File: config.mk
export PLATFORM = sky130hd
export DESIGN_NAME = ttb_ctrl
export DESIGN_NICKNAME = d
export VERILOG_FILES = /design/src/rtl/ttb_pkg.sv /design/src/rtl/ttb_ctrl.sv
export SDC_FILE = /design/constraint.sdc
export NUM_CORES = 1
export LEC_CHECK = 0
export BUFFER_PORTS_ARGS = -buffer_cell sky130_fd_sc_hd__buf_2
export CORE_MARGIN = 2
export CORE_UTILIZATION = 45
export DETAILED_ROUTE_END_ITERATION = 10
export GPL_ROUTABILITY_DRIVEN = 0
export PLACE_DENSITY = 0.69
export SLEW_MARGIN = 5
export SYNTH_ARGS = -nofsm -noshare
export SYNTH_HDL_FRONTEND = slang
export SYNTH_SLANG_ARGS = --single-unit
File: constraint.sdc
create_clock -name aclk -period 3.55 [get_ports aclk]
set_input_delay 0.355 -clock aclk [delete_from_list [all_inputs] [get_ports aclk]]
set_output_delay 0.355 -clock aclk [all_outputs]
set_load 0.03 [all_outputs]
File: src/rtl/ttb_pkg.sv
// Shared types and constants for the triangle tangent/binormal block.
// Used by ttb_ctrl, ttb_datapath, the top level and the port checker.
package ttb_pkg;

    typedef struct packed {
        logic               model_start;
        logic signed [31:0] pos_x;
        logic signed [31:0] pos_y;
        logic signed [31:0] pos_z;
        logic signed [31:0] tex_u;
        logic signed [31:0] tex_v;
    } vertex_t;

    typedef struct packed {
        logic signed [15:0] tangent_x;
        logic signed [15:0] tangent_y;
        logic signed [15:0] tangent_z;
        logic signed [15:0] binormal_x;
        logic signed [15:0] binormal_y;
        logic signed [15:0] binormal_z;
        logic               degenerate;
    } frame_t;

    localparam logic [31:0] DET_THRESHOLD_RESET = 32'd4295;
    localparam logic [15:0] ONE_Q14             = 16'd16384;
    localparam logic [15:0] Q14_MAX             = 16'd32767;
    localparam int          NORM_BITS           = 30;
    localparam int          COARSE_SHIFT        = 8;
    localparam int          SQRT_STEPS          = 32;
    localparam int          DIV_STEPS           = 16;

    typedef enum logic [3:0] {
        OP_NONE,
        OP_CAPTURE,
        OP_MUL,
        OP_LOAD,
        OP_DIFF_DET,
        OP_DIFF_VEC,
        OP_SHIFT,
        OP_SUM,
        OP_SQRT_INIT,
        OP_SQRT_STEP,
        OP_DIV_INIT,
        OP_DIV_STEP,
        OP_DIV_SAVE,
        OP_EMIT
    } op_t;

    typedef enum logic [2:0] {
        MS_DU1_DV2,
        MS_DU2_DV1,
        MS_DV2_E1,
        MS_DV1_E2,
        MS_DU1_E2,
        MS_DU2_E1,
        MS_SQ
    } mul_sel_t;

    typedef struct packed {
        op_t        op;
        mul_sel_t   sel;
        logic [1:0] idx;
        logic       vec;
    } cmd_t;

    typedef struct packed {
        logic det_ok;
        logic need_shift;
        logic out_busy;
    } stat_t;

endpackage

File: src/rtl/ttb_ctrl.sv
// Controller: vertex grouping and the command sequence for one triangle.
// Depends on ttb_pkg; drives ttb_datapath through cmd_t, reads stat_t.
module ttb_ctrl (
    input  logic           aclk,
    input  logic           aresetn,
    input  logic           s_valid,
    output logic           s_ready,
    input  logic           model_start,
    input  ttb_pkg::stat_t stat,
    output ttb_pkg::cmd_t  cmd
);

    typedef enum logic [4:0] {
        S_IDLE, S_DET_M1, S_DET_L, S_DET_M2, S_DET_D, S_DET_CHK,
        S_V_M1, S_V_L, S_V_M2, S_V_D, S_SHIFT, S_SQ_M, S_SQ_A,
        S_SQRT_I, S_SQRT, S_DIV_I, S_DIV, S_DIV_S, S_EMIT
    } state_t;

    state_t      state_reg, state_next;
    logic [1:0]  phase_reg, phase_next;
    logic [1:0]  comp_reg, comp_next;
    logic        vec_reg, vec_next;
    logic [4:0]  iter_reg, iter_next;
    logic [1:0]  slot;

    assign s_ready = (state_reg == S_IDLE);
    assign slot    = model_start ? 2'd0 : phase_reg;

    always_comb begin
        state_next = state_reg;
        phase_next = phase_reg;
        comp_next  = comp_reg;
        vec_next   = vec_reg;
        iter_next  = iter_reg;
        cmd.op     = ttb_pkg::OP_NONE;
        cmd.sel    = ttb_pkg::MS_DU1_DV2;
        cmd.idx    = comp_reg;
        cmd.vec    = vec_reg;
        unique case (state_reg)
            S_IDLE: begin
                if (s_valid) begin
                    cmd.op  = ttb_pkg::OP_CAPTURE;
                    cmd.idx = slot;
                    if (slot[1]) begin
                        phase_next = 2'd0;
                        state_next = S_DET_M1;
                    end else begin
                        phase_next = slot + 2'd1;
                    end
                end
            end
            S_DET_M1: begin
                cmd.op = ttb_pkg::OP_MUL; cmd.sel = ttb_pkg::MS_DU1_DV2;
                state_next = S_DET_L;
            end
            S_DET_L: begin cmd.op = ttb_pkg::OP_LOAD; state_next = S_DET_M2; end
            S_DET_M2: begin
                cmd.op = ttb_pkg::OP_MUL; cmd.sel = ttb_pkg::MS_DU2_DV1;
                state_next = S_DET_D;
            end
            S_DET_D: begin cmd.op = ttb_pkg::OP_DIFF_DET; state_next = S_DET_CHK; end
            S_DET_CHK: begin
                comp_next  = 2'd0;
                vec_next   = 1'b0;
                state_next = stat.det_ok ? S_V_M1 : S_EMIT;
            end
            S_V_M1: begin
                cmd.op  = ttb_pkg::OP_MUL;
                cmd.sel = vec_reg ? ttb_pkg::MS_DU1_E2 : ttb_pkg::MS_DV2_E1;
                state_next = S_V_L;
            end
            S_V_L: begin cmd.op = ttb_pkg::OP_LOAD; state_next = S_V_M2; end
            S_V_M2: begin
                cmd.op  = ttb_pkg::OP_MUL;
                cmd.sel = vec_reg ? ttb_pkg::MS_DU2_E1 : ttb_pkg::MS_DV1_E2;
                state_next = S_V_D;
            end
            S_V_D: begin
                cmd.op = ttb_pkg::OP_DIFF_VEC;
                if (comp_reg == 2'd2) begin
                    comp_next  = 2'd0;
                    state_next = S_SHIFT;
                end else begin
                    comp_next  = comp_reg + 2'd1;
                    state_next = S_V_M1;
                end
            end
            S_SHIFT: begin
                // drop low bits until every component fits the square root range
                if (stat.need_shift) cmd.op = ttb_pkg::OP_SHIFT;
                else                 state_next = S_SQ_M;
            end
            S_SQ_M: begin
                cmd.op = ttb_pkg::OP_MUL; cmd.sel = ttb_pkg::MS_SQ;
                state_next = S_SQ_A;
            end
            S_SQ_A: begin
                cmd.op = ttb_pkg::OP_SUM;
                if (comp_reg == 2'd2) begin
                    comp_next  = 2'd0;
                    state_next = S_SQRT_I;
                end else begin
                    comp_next  = comp_reg + 2'd1;
                    state_next = S_SQ_M;
                end
            end
            S_SQRT_I: begin
                cmd.op = ttb_pkg::OP_SQRT_INIT;
                iter_next  = '0;
                state_next = S_SQRT;
            end
            S_SQRT: begin
                cmd.op    = ttb_pkg::OP_SQRT_STEP;
                iter_next = iter_reg + 5'd1;
                if (iter_reg == 5'(ttb_pkg::SQRT_STEPS - 1)) state_next = S_DIV_I;
            end
            S_DIV_I: begin
                cmd.op = ttb_pkg::OP_DIV_INIT;
                iter_next  = '0;
                state_next = S_DIV;
            end
            S_DIV: begin
                cmd.op    = ttb_pkg::OP_DIV_STEP;
                iter_next = iter_reg + 5'd1;
                if (iter_reg == 5'(ttb_pkg::DIV_STEPS - 1)) state_next = S_DIV_S;
            end
            S_DIV_S: begin
                cmd.op = ttb_pkg::OP_DIV_SAVE;
                if (comp_reg != 2'd2) begin
                    comp_next  = comp_reg + 2'd1;
                    state_next = S_DIV_I;
                end else if (!vec_reg) begin
                    comp_next  = 2'd0;
                    vec_next   = 1'b1;
                    state_next = S_V_M1;
                end else begin
                    state_next = S_EMIT;
                end
            end
            S_EMIT: begin
                // hold until the output register can take the transaction
                if (!stat.out_busy) begin
                    cmd.op     = ttb_pkg::OP_EMIT;
                    state_next = S_IDLE;
                end
            end
            default: state_next = S_IDLE;
        endcase
    end

    always_ff @(posedge aclk) begin
        if (!aresetn) begin
            state_reg <= S_IDLE;
            phase_reg <= 2'd0;
            comp_reg  <= 2'd0;
            vec_reg   <= 1'b0;
            iter_reg  <= '0;
        end else begin
            state_reg <= state_next;
            phase_reg <= phase_next;
            comp_reg  <= comp_next;
            vec_reg   <= vec_next;
            iter_reg  <= iter_next;
        end
    end

endmodule

==> qor.tcl, run 1 <==
set qor(outcome) {finished clean}
set qor(fin_setup_tns_ns) 0
set qor(tightest_slew_ns) 0.763
set qor(total_area_of_multi_input_combinational_cells_um2) 836
set qor(fp.coreArea_um2) 2520
set qor(critical_path_required_ns) 3.19
set qor(critical_path.endpoint_type) {output pin}
set qor(critical-path-slowest-cell) {dfxtp_1}
set qor(unrepaired_setup_endpoints_after_global_routing) {false}
set qor(timing.final.max_slew_violations) 0
set qor(area_growth_pct) 8.15
set qor(cts_resized) 0
set qor(cp-endpoint) {cmd[7]}
set qor(grt_pass1_wl_um) 5560
set qor(power.density_nw_per_um2) 220
set qor(timing.critical_path.buf_inv) 2
set qor(crit-reg2reg-capture) {iter_reg[3]}
set qor(cts_root_buffer) {clkbuf_4}
set qor(achievable-frequency_mhz) 361
set qor(vias_per_cell) 6.37
set qor(crit_type) {reg2out}
set qor(routed-via-count) 1356
set qor(synth-edff-count) 0
set qor(timing.clock.skew_ns) 0.00384
set qor(critical_path_peak_fanout) 24
set qor(cp_num_cells) 5
set qor(path_class_of_the_lowest_slack_min_delay_path) {in2reg}
set qor(final_hold_viols) 0
set qor(cp_cell_sequence) {clkinv_1, a21o_1, a311oi_1, o22ai_1, buf_2}
set qor(die_y_um) 56.2
set qor(drt_first_pass_iters) 4
set qor(num-nets-final) 194
set qor(ys_types) 43
set qor(finalWirelength_um) 3200
set qor(cp-startpoint) {state_reg[1]}
set qor(timing.rr.start) {state_reg[0]}
set qor(drt-wirelength-per-cell_um) 15.0
set qor(cell_area_after_synthesis_um2) 1230
set qor(slew-limit-headroom) 0.491
set qor(seq_power_share) 0.589
set qor(io_buffers) 17
set qor(synth_nets) 184
set qor(timing.critical_path.arrival_ns) 2.42
set qor(cp_top_family) {flip-flops}
set qor(yosys_register_bits) 15
set qor(switching_power_mw) 0.0713
set qor(period_share) 0.781
set qor(floorplan.rows) 18
set qor(tritoncts) {yes}
set qor(postRouteAntennaNets) 0
set qor(finalCriticalPeriod_ns) 2.77
set qor(n_fill_cell) 261
set qor(drt-initial-drc-count) 89
set qor(register_area_um2) 300
set qor(ys_seq_area_frac) 0.245
set qor(cts-htree-levels) 1
set qor(worst-r2r-cell-count) 4
set qor(setup_viol_count_final) 0
set qor(critical-path-max-stage-delay_ns) 0.79
set qor(drt_drc_violations_left) 0
set qor(worst_ir_drop_vdd_mv) 0.228
set qor(boundaryPins) 18
set qor(clkTransAtPathRegs_ns) 0.09
set qor(power_report.internal_total_mw) 0.220
set qor(timing.reg2reg.setup_slack_ns) 1.60
set qor(sw_frac_of_total) 0.245
set qor(synth_area_per_cell_um2) 7.05
set qor(vias_in_the_first_global_route) 1258
set qor(clkSinkCount) 15
set qor(critPathLaunchType) {flop}
set qor(grt_max_degree) 26
set qor(holdBufCountCts) 0
set qor(initial_antenna_violation_count) 0
set qor(antenna-diode-count) 0
set qor(post_cts.repair.setup_buffers) 0
set qor(leakagePower_nw) 0.469
set qor(post-dp-hpwl_um) 2270
set qor(fin_ws_ns) 0.777
set qor(floorplan.initialDensity) 0.487
set qor(clockBufferDepth) 2
set qor(cts_made_buffers) 3
set qor(place_worst_setup_slack_ns) 1.12
set qor(max-cap-violations) 0
set qor(drive_above_1_share) 0.137
set qor(gr-total-overflow) 0
set qor(async_flop_share) 0
set qor(number_of_warnings_reported_in_the_yosys_synthesis_log) 0
set qor(share_comb_of_total_power) 0.084
set qor(fp.dieArea_um2) 3160
set qor(track_usage) 0.214
set qor(p_total_mw) 0.292
set qor(clk-insertion-delay-late_ns) 0.28
set qor(die_w_um) 56.2
set qor(power_frac_clock) 0.327
set qor(yosys_most_used_dff) {dfxtp_1}
set qor(synthCells) 174
## Yosys cell counts, drive strengths merged (2+ instances only)
cell    count  share of area
clkbuf      5          0.015
buf         8          0.032
xnor2       2          0.014
o311a       2          0.016
a21oi      12          0.049
a311oi      2          0.014
dfxtp      15           0.24
and3        2          0.010
or3         7          0.040
o31ai       3          0.018
ha          3          0.031
nand3       5          0.020
nor2b       3          0.015
nand4       3          0.015
o21a        2          0.012
inv         8          0.024
a211oi      4          0.024
a21o        3          0.018
o21ai      10          0.041
a31oi       6          0.031
nor2       15          0.046
o211ai      2          0.012
o22ai       5          0.025
nand3b      2          0.012
nand2      17          0.052
nand2b      8          0.041
o32ai       3          0.021
nor3        5          0.020
## per-layer routing
metal  up-vias  track usage  routed length, um
li1        662            -                  -
met1       620        0.279               1370
met2        68        0.358               1520
met3         6       0.0465                265
met4         0       0.0510                 41
met5         -            0                  0
## cell families (layout without fill, tap and decap cells)
family                     after synthesis  after routing  synth area share
AOI/OAI and AO/OA                       59             59             0.324
xor gates and xnor gates                 2              2            0.0143
adders and majority gates                3              3            0.0306
buffers and inverters                   22             31            0.0744
DFF                                     15             15             0.245
and+or+nand+nor                         73             73             0.312
## layout by cell type, fill, tap and decap left out, drive strengths merged, types with 3 or more instances in the layout
master / instances
a21o: 3
nand2: 17
a31oi: 6
nand3: 5
o31ai: 3
dfxtp: 15
o21ai: 10
nand2b: 8
buf: 18
inv: 8
clkbuf: 3
o22ai: 5
nor2b: 3
a21oi: 12
ha: 3
nand4: 3
a211oi: 4
nor2: 15
nor3: 5
o32ai: 3
or3: 7
## worst register-to-register path: cells and delay by family, from the launching register on
family	cells	cell delay (ns)
AO/OA/AOI/OAI	2	0.45
AND/OR/NAND/NOR	2	0.61
flip-flops	1	0.83
## power groups by stage
stage	Combinational, mW	Sequential [mW]	Clock [mW]
2_1_floorplan	0.0150	0.175	0
3_3_place_gp	0.0238	0.176	0
3_5_place_dp	0.0245	0.176	0
4_1_cts	0.0245	0.172	0.101
5_1_grt	0.0274	0.172	0.110
6_report	0.0244	0.172	0.0954
## worst min-delay path by stage
stage           startpoint           end  slack, ns  cells after the start
5_1_grt            aresetn  state_reg[3]       0.36                      2
2_1_floorplan  iter_reg[1]   iter_reg[1]       0.45                      2
6_report           aresetn  state_reg[3]       0.37                      2
3_5_place_dp   iter_reg[1]   iter_reg[1]       0.47                      2
3_3_place_gp   iter_reg[1]   iter_reg[1]       0.46                      2
4_1_cts        model_start  phase_reg[1]       0.37                      3
## stage by stage
stage                     instance area (um2)  utilization  std cells  hold WS [ns]
after floorplan                          1230            -        174         0.449
after global placement                   1300        0.515        209         0.462
after detailed placement                 1300        0.515        209         0.472
after CTS                                1330        0.526        213         0.368
after global routing                     1330        0.526        213         0.365
final                                    1330        0.526        213         0.371
## area by class of cell
class,count,share of cell area
clock inverter,1,0.00377
timing repair buffer,18,0.0697
clock buffer,3,0.0170
sequential,15,0.226
tap,30,0.0283
inverter,9,0.0254
multi-input combinational,137,0.630
Note: power is estimated with default switching activity, not from simulation.
==> run 2, diff against run 1 <==
- clock period: 3.55 -> 2.89 ns (I/O delays scaled with it)
==> qor.tcl, run 2 (synthesis results as in run 1) <==
set qor(post-dp-hpwl_um) 2350
set qor(period_share) 0.839
set qor(initial_antenna_violation_count) 0
set qor(io_buffers) 17
set qor(post_cts.repair.setup_buffers) 0
set qor(hold_path_startpoint) {model_start}
set qor(crit_type) {reg2out}
set qor(tightest_slew_ns) 0.772
set qor(postRouteAntennaNets) 0
set qor(fin_setup_tns_ns) 0
set qor(slew-limit-headroom) 0.485
set qor(fp.dieArea_um2) 3160
set qor(drt-initial-drc-count) 94
set qor(die_w_um) 56.2
set qor(timing.rr.start) {state_reg[0]}
set qor(vias_per_cell) 6.39
set qor(drive_above_1_share) 0.151
set qor(leakagePower_nw) 0.484
set qor(worst_ir_drop_vdd_mv) 0.219
set qor(tritoncts) {yes}
set qor(place_worst_setup_slack_ns) 0.826
set qor(floorplan.rows) 18
set qor(p_total_mw) 0.370
set qor(grt_max_degree) 25
set qor(drt_drc_violations_left) 0
set qor(place_area_um2) 1320
set qor(area_growth_pct) 9.99
set qor(total_non_filler_cell_area_in_the_finished_layout_um2) 1350
set qor(cts_resized) 0
set qor(timing.critical_path.arrival_ns) 2.13
set qor(clkSinkCount) 15
set qor(antenna-diode-count) 0
set qor(min_delay_worst_endpoint) {phase_reg[0]}
set qor(fin_hold_ws_ns) 0.299
set qor(instances_no_fill) 216
set qor(gr-total-overflow) 0
set qor(floorplan.initialDensity) 0.487
set qor(drt_first_pass_iters) 5
set qor(boundaryPins) 18
set qor(finalWirelength_um) 3270
set qor(crit-reg2reg-capture) {iter_reg[2]}
set qor(critPathLaunchType) {flop}
set qor(path_class_of_the_lowest_slack_min_delay_path) {in2reg}
set qor(grt_pass1_wl_um) 5420
set qor(critical_path_required_ns) 2.60
set qor(setup_viol_count_final) 0
set qor(outcome) {finished clean}
set qor(final_hold_viols) 0
set qor(achievable-frequency_mhz) 413
set qor(num-nets-final) 197
set qor(worst-r2r-cell-count) 4
set qor(vias_in_the_first_global_route) 1231
set qor(timing.final.max_slew_violations) 0
set qor(fin_ws_ns) 0.467
set qor(clockBufferDepth) 2
set qor(drt-wirelength-per-cell_um) 15.1
set qor(clk-insertion-delay-late_ns) 0.29
set qor(cts_made_buffers) 3
set qor(final_util) 0.535
set qor(mostFrequentLayoutCells) {nand2_1, buf_2, nor2_1, dfxtp_1, a21oi_1}
set qor(max-cap-violations) 0
set qor(clkTransAtPathRegs_ns) 0.09
set qor(timing.reg2reg.setup_slack_ns) 0.94
set qor(timing.clock.skew_ns) 0.0112
set qor(power.density_nw_per_um2) 274
set qor(cts_root_buffer) {clkbuf_4}
set qor(cts-htree-levels) 1
set qor(numPlacedInstances) 212
set qor(die_y_um) 56.2
set qor(holdBufCountCts) 0
set qor(critical_path.endpoint_type) {output pin}
set qor(routed-via-count) 1380
set qor(hold_depth) 2
set qor(fp.coreArea_um2) 2520
set qor(finalCriticalPeriod_ns) 2.42
set qor(critical_path_peak_fanout) 24
set qor(track_usage) 0.211
set qor(unrepaired_setup_endpoints_after_global_routing) {false}
-- run 2: report_power, final --
group / internal, mW / switching [mW]
clock: 0.0514 / 0.0767
combinational: 0.0109 / 0.0196
sequential: 0.208 / 0.00268
total: 0.271 / 0.0990
-- run 2: cell type report --
| class | count | area [um2] |
|---|---|---|
| clock buffers | 3 | 22.5 |
| clock inverters | 1 | 5.00 |
| fillers | 274 | 1170 |
| inverters | 9 | 33.8 |
| multi-input cells | 137 | 836 |
| flip-flops and latches | 15 | 300 |
| well taps | 30 | 37.5 |
| repair buffers | 21 | 115 |
-- run 2: how the worst max path moves through the flow --
| stage | from | endpoint | slack, ns |
|---|---|---|---|
| floorplan | state_reg[3] | cmd[8] | 0.71 |
| global placement | state_reg[0] | cmd[8] | 0.87 |
| detailed placement | state_reg[0] | cmd[8] | 0.83 |
| CTS | state_reg[0] | cmd[8] | 0.49 |
| global route | state_reg[0] | cmd[8] | 0.24 |
| finish | state_reg[0] | cmd[8] | 0.47 |
-- run 2: critical path, cell delays in order (launching register included) --
cell	delay [ns]
dfxtp_1	0.83
nand2b_1	0.26
o22ai_1	0.32
nand2_1	0.08
o311ai_0	0.10
buf_2	0.26
-- run 2: layer usage --
| layer | wire (um) | GRT usage | up-vias | share of wire |
|---|---|---|---|---|
| met1 | 1360 | 0.270 | 624 | 0.42 |
| met4 | 45 | 0.0748 | 0 | 0.014 |
| li1 | - | - | 669 | - |
| met5 | 0 | 0 | - | 0 |
| met3 | 325 | 0.0465 | 10 | 0.099 |
| met2 | 1540 | 0.346 | 77 | 0.47 |
==> run 3, diff against run 2 <==
- PLACE_DENSITY: 0.69 -> 0.72
- clock period: 2.89 -> 2.2 ns (I/O delays scaled with it)
==> qor.tcl, run 3 (synthesis results as in run 1) <==
set qor(antenna-diode-count) 0
set qor(critical-path-slowest-cell) {dfxtp_1}
set qor(drive_above_1_share) 0.160
set qor(timing.rr.start) {iter_reg[0]}
set qor(finalCriticalPeriod_ns) 2.16
set qor(max-cap-violations) 0
set qor(gr-total-overflow) 0
set qor(crit-reg2reg-capture) {state_reg[0]}
set qor(worst_ir_drop_vdd_mv) 0.515
set qor(fin_hold_ws_ns) 0.227
set qor(cp_num_cells) 5
set qor(finalWirelength_um) 3380
set qor(holdBufCountCts) 0
set qor(setup_viol_count_final) 0
set qor(drt_drc_violations_left) 0
set qor(worst-r2r-cell-count) 6
set qor(boundaryPins) 18
set qor(floorplan.rows) 18
set qor(critical_path_required_ns) 1.98
set qor(final_hold_viols) 0
set qor(achievable-frequency_mhz) 463
set qor(timing.final.max_slew_violations) 0
set qor(period_share) 0.982
set qor(grt_pass1_wl_um) 5620
set qor(cp-endpoint) {cmd[7]}
set qor(place_worst_setup_slack_ns) 0.341
set qor(critical_path_peak_fanout) 10
set qor(unrepaired_setup_endpoints_after_global_routing) {true}
set qor(routed-via-count) 1378
set qor(cp-startpoint) {state_reg[1]}
set qor(fp.dieArea_um2) 3160
set qor(die_w_um) 56.2
set qor(clkSinkCount) 15
set qor(timing.reg2reg.setup_slack_ns) 0.35
set qor(tritoncts) {yes}
set qor(critPathLaunchType) {flop}
set qor(timing.critical_path.buf_inv) 2
set qor(fp.coreArea_um2) 2520
set qor(slew-limit-headroom) 0.727
set qor(die_y_um) 56.2
set qor(drt-wirelength-per-cell_um) 15.6
set qor(power.density_nw_per_um2) 349
set qor(cts_root_buffer) {clkbuf_4}
set qor(post-dp-hpwl_um) 2480
set qor(vias_per_cell) 6.35
set qor(critical_path.endpoint_type) {output pin}
set qor(io_buffers) 17
set qor(clockBufferDepth) 2
set qor(vias_in_the_first_global_route) 1201
set qor(tightest_slew_ns) 0.410
set qor(initial_antenna_violation_count) 0
set qor(timing.clock.skew_ns) 0.00266
set qor(grt_max_degree) 24
set qor(cts-htree-levels) 1
set qor(track_usage) 0.220
set qor(cp_top_family) {compound AO/OA/AOI/OAI gates}
set qor(fin_ws_ns) 0.0389
set qor(crit_type) {reg2out}
set qor(fin_setup_tns_ns) 0
set qor(post_cts.repair.setup_buffers) 0
set qor(outcome) {finished clean}
set qor(drt_first_pass_iters) 4
set qor(drt-initial-drc-count) 69
set qor(clkTransAtPathRegs_ns) 0.09
set qor(place_area_um2) 1330
set qor(timing.critical_path.arrival_ns) 1.94
set qor(cts_made_buffers) 3
set qor(leakagePower_nw) 0.489
set qor(clk-insertion-delay-late_ns) 0.28
set qor(cp_cell_sequence) {clkinv_1, a21o_1, a311oi_1, o22ai_1, buf_2}
set qor(area_growth_pct) 10.9
set qor(mostFrequentLayoutCells) {nand2_1, buf_2, nor2_1}
set qor(mostFrequentLayoutCell) {nand2_1}
set qor(num-nets-final) 198
set qor(postRouteAntennaNets) 0
set qor(critical-path-max-stage-delay_ns) 0.47
set qor(p_total_mw) 0.476
set qor(total_non_filler_cell_area_in_the_finished_layout_um2) 1360
set qor(path_class_of_the_lowest_slack_min_delay_path) {in2reg}
set qor(floorplan.initialDensity) 0.487
## run 3: cell types whose count changed in the layout (fill, tap and decap cells not counted), sizes merged
| cell | change |
|---|---|
| clkinv | -1 |
| buf | +1 |
| clkbuf | +1 |
## run 3: how the worst min path moves through the flow
| stage | depth (start not counted) | startpoint | slack, ns | end |
|---|---|---|---|---|
| after detailed placement | 2 | phase_reg[1] | 0.48 | phase_reg[1] |
| final | 2 | model_start | 0.23 | phase_reg[0] |
| after CTS | 2 | model_start | 0.23 | phase_reg[0] |
| after floorplan | 1 | aresetn | 0.34 | state_reg[3] |
| after global placement | 2 | iter_reg[1] | 0.46 | iter_reg[1] |
| after global routing | 2 | aresetn | 0.23 | state_reg[3] |
## run 3: per-stage QoR
step | cells | utilization
floorplan | 174 | -
global placement | 213 | 0.527
detailed placement | 213 | 0.527
CTS | 217 | 0.538
global route | 217 | 0.540
finish | 217 | 0.540
## run 3: final cells by class
class,count,area [um2]
Clock buffer,4,26.3
Fill cell,271,1160
Inverter,9,33.8
Multi-Input combinational cell,137,836
Sequential cell,15,303
Tap cell,30,37.5
Timing Repair Buffer,22,125
## run 3: power breakdown
| group | switching (mW) | internal, mW |
|---|---|---|
| sequential | 0.00308 | 0.274 |
| combinational | 0.0252 | 0.0145 |
| clock | 0.0888 | 0.0704 |
## run 3: what timing repair did
item,CTS,global route
setup endpoints to repair,0,3
resized for setup,0,3
endpoints found under the hold margin,0,0
## run 3: layer usage
layer,wire (um),up-vias,global-route usage,part of all wire
met5,0,-,0,0
met4,0,0,0.0170,0
met3,229,0,0.0512,0.068
met2,1660,55,0.373,0.49
met1,1500,647,0.296,0.44
li1,-,676,-,-
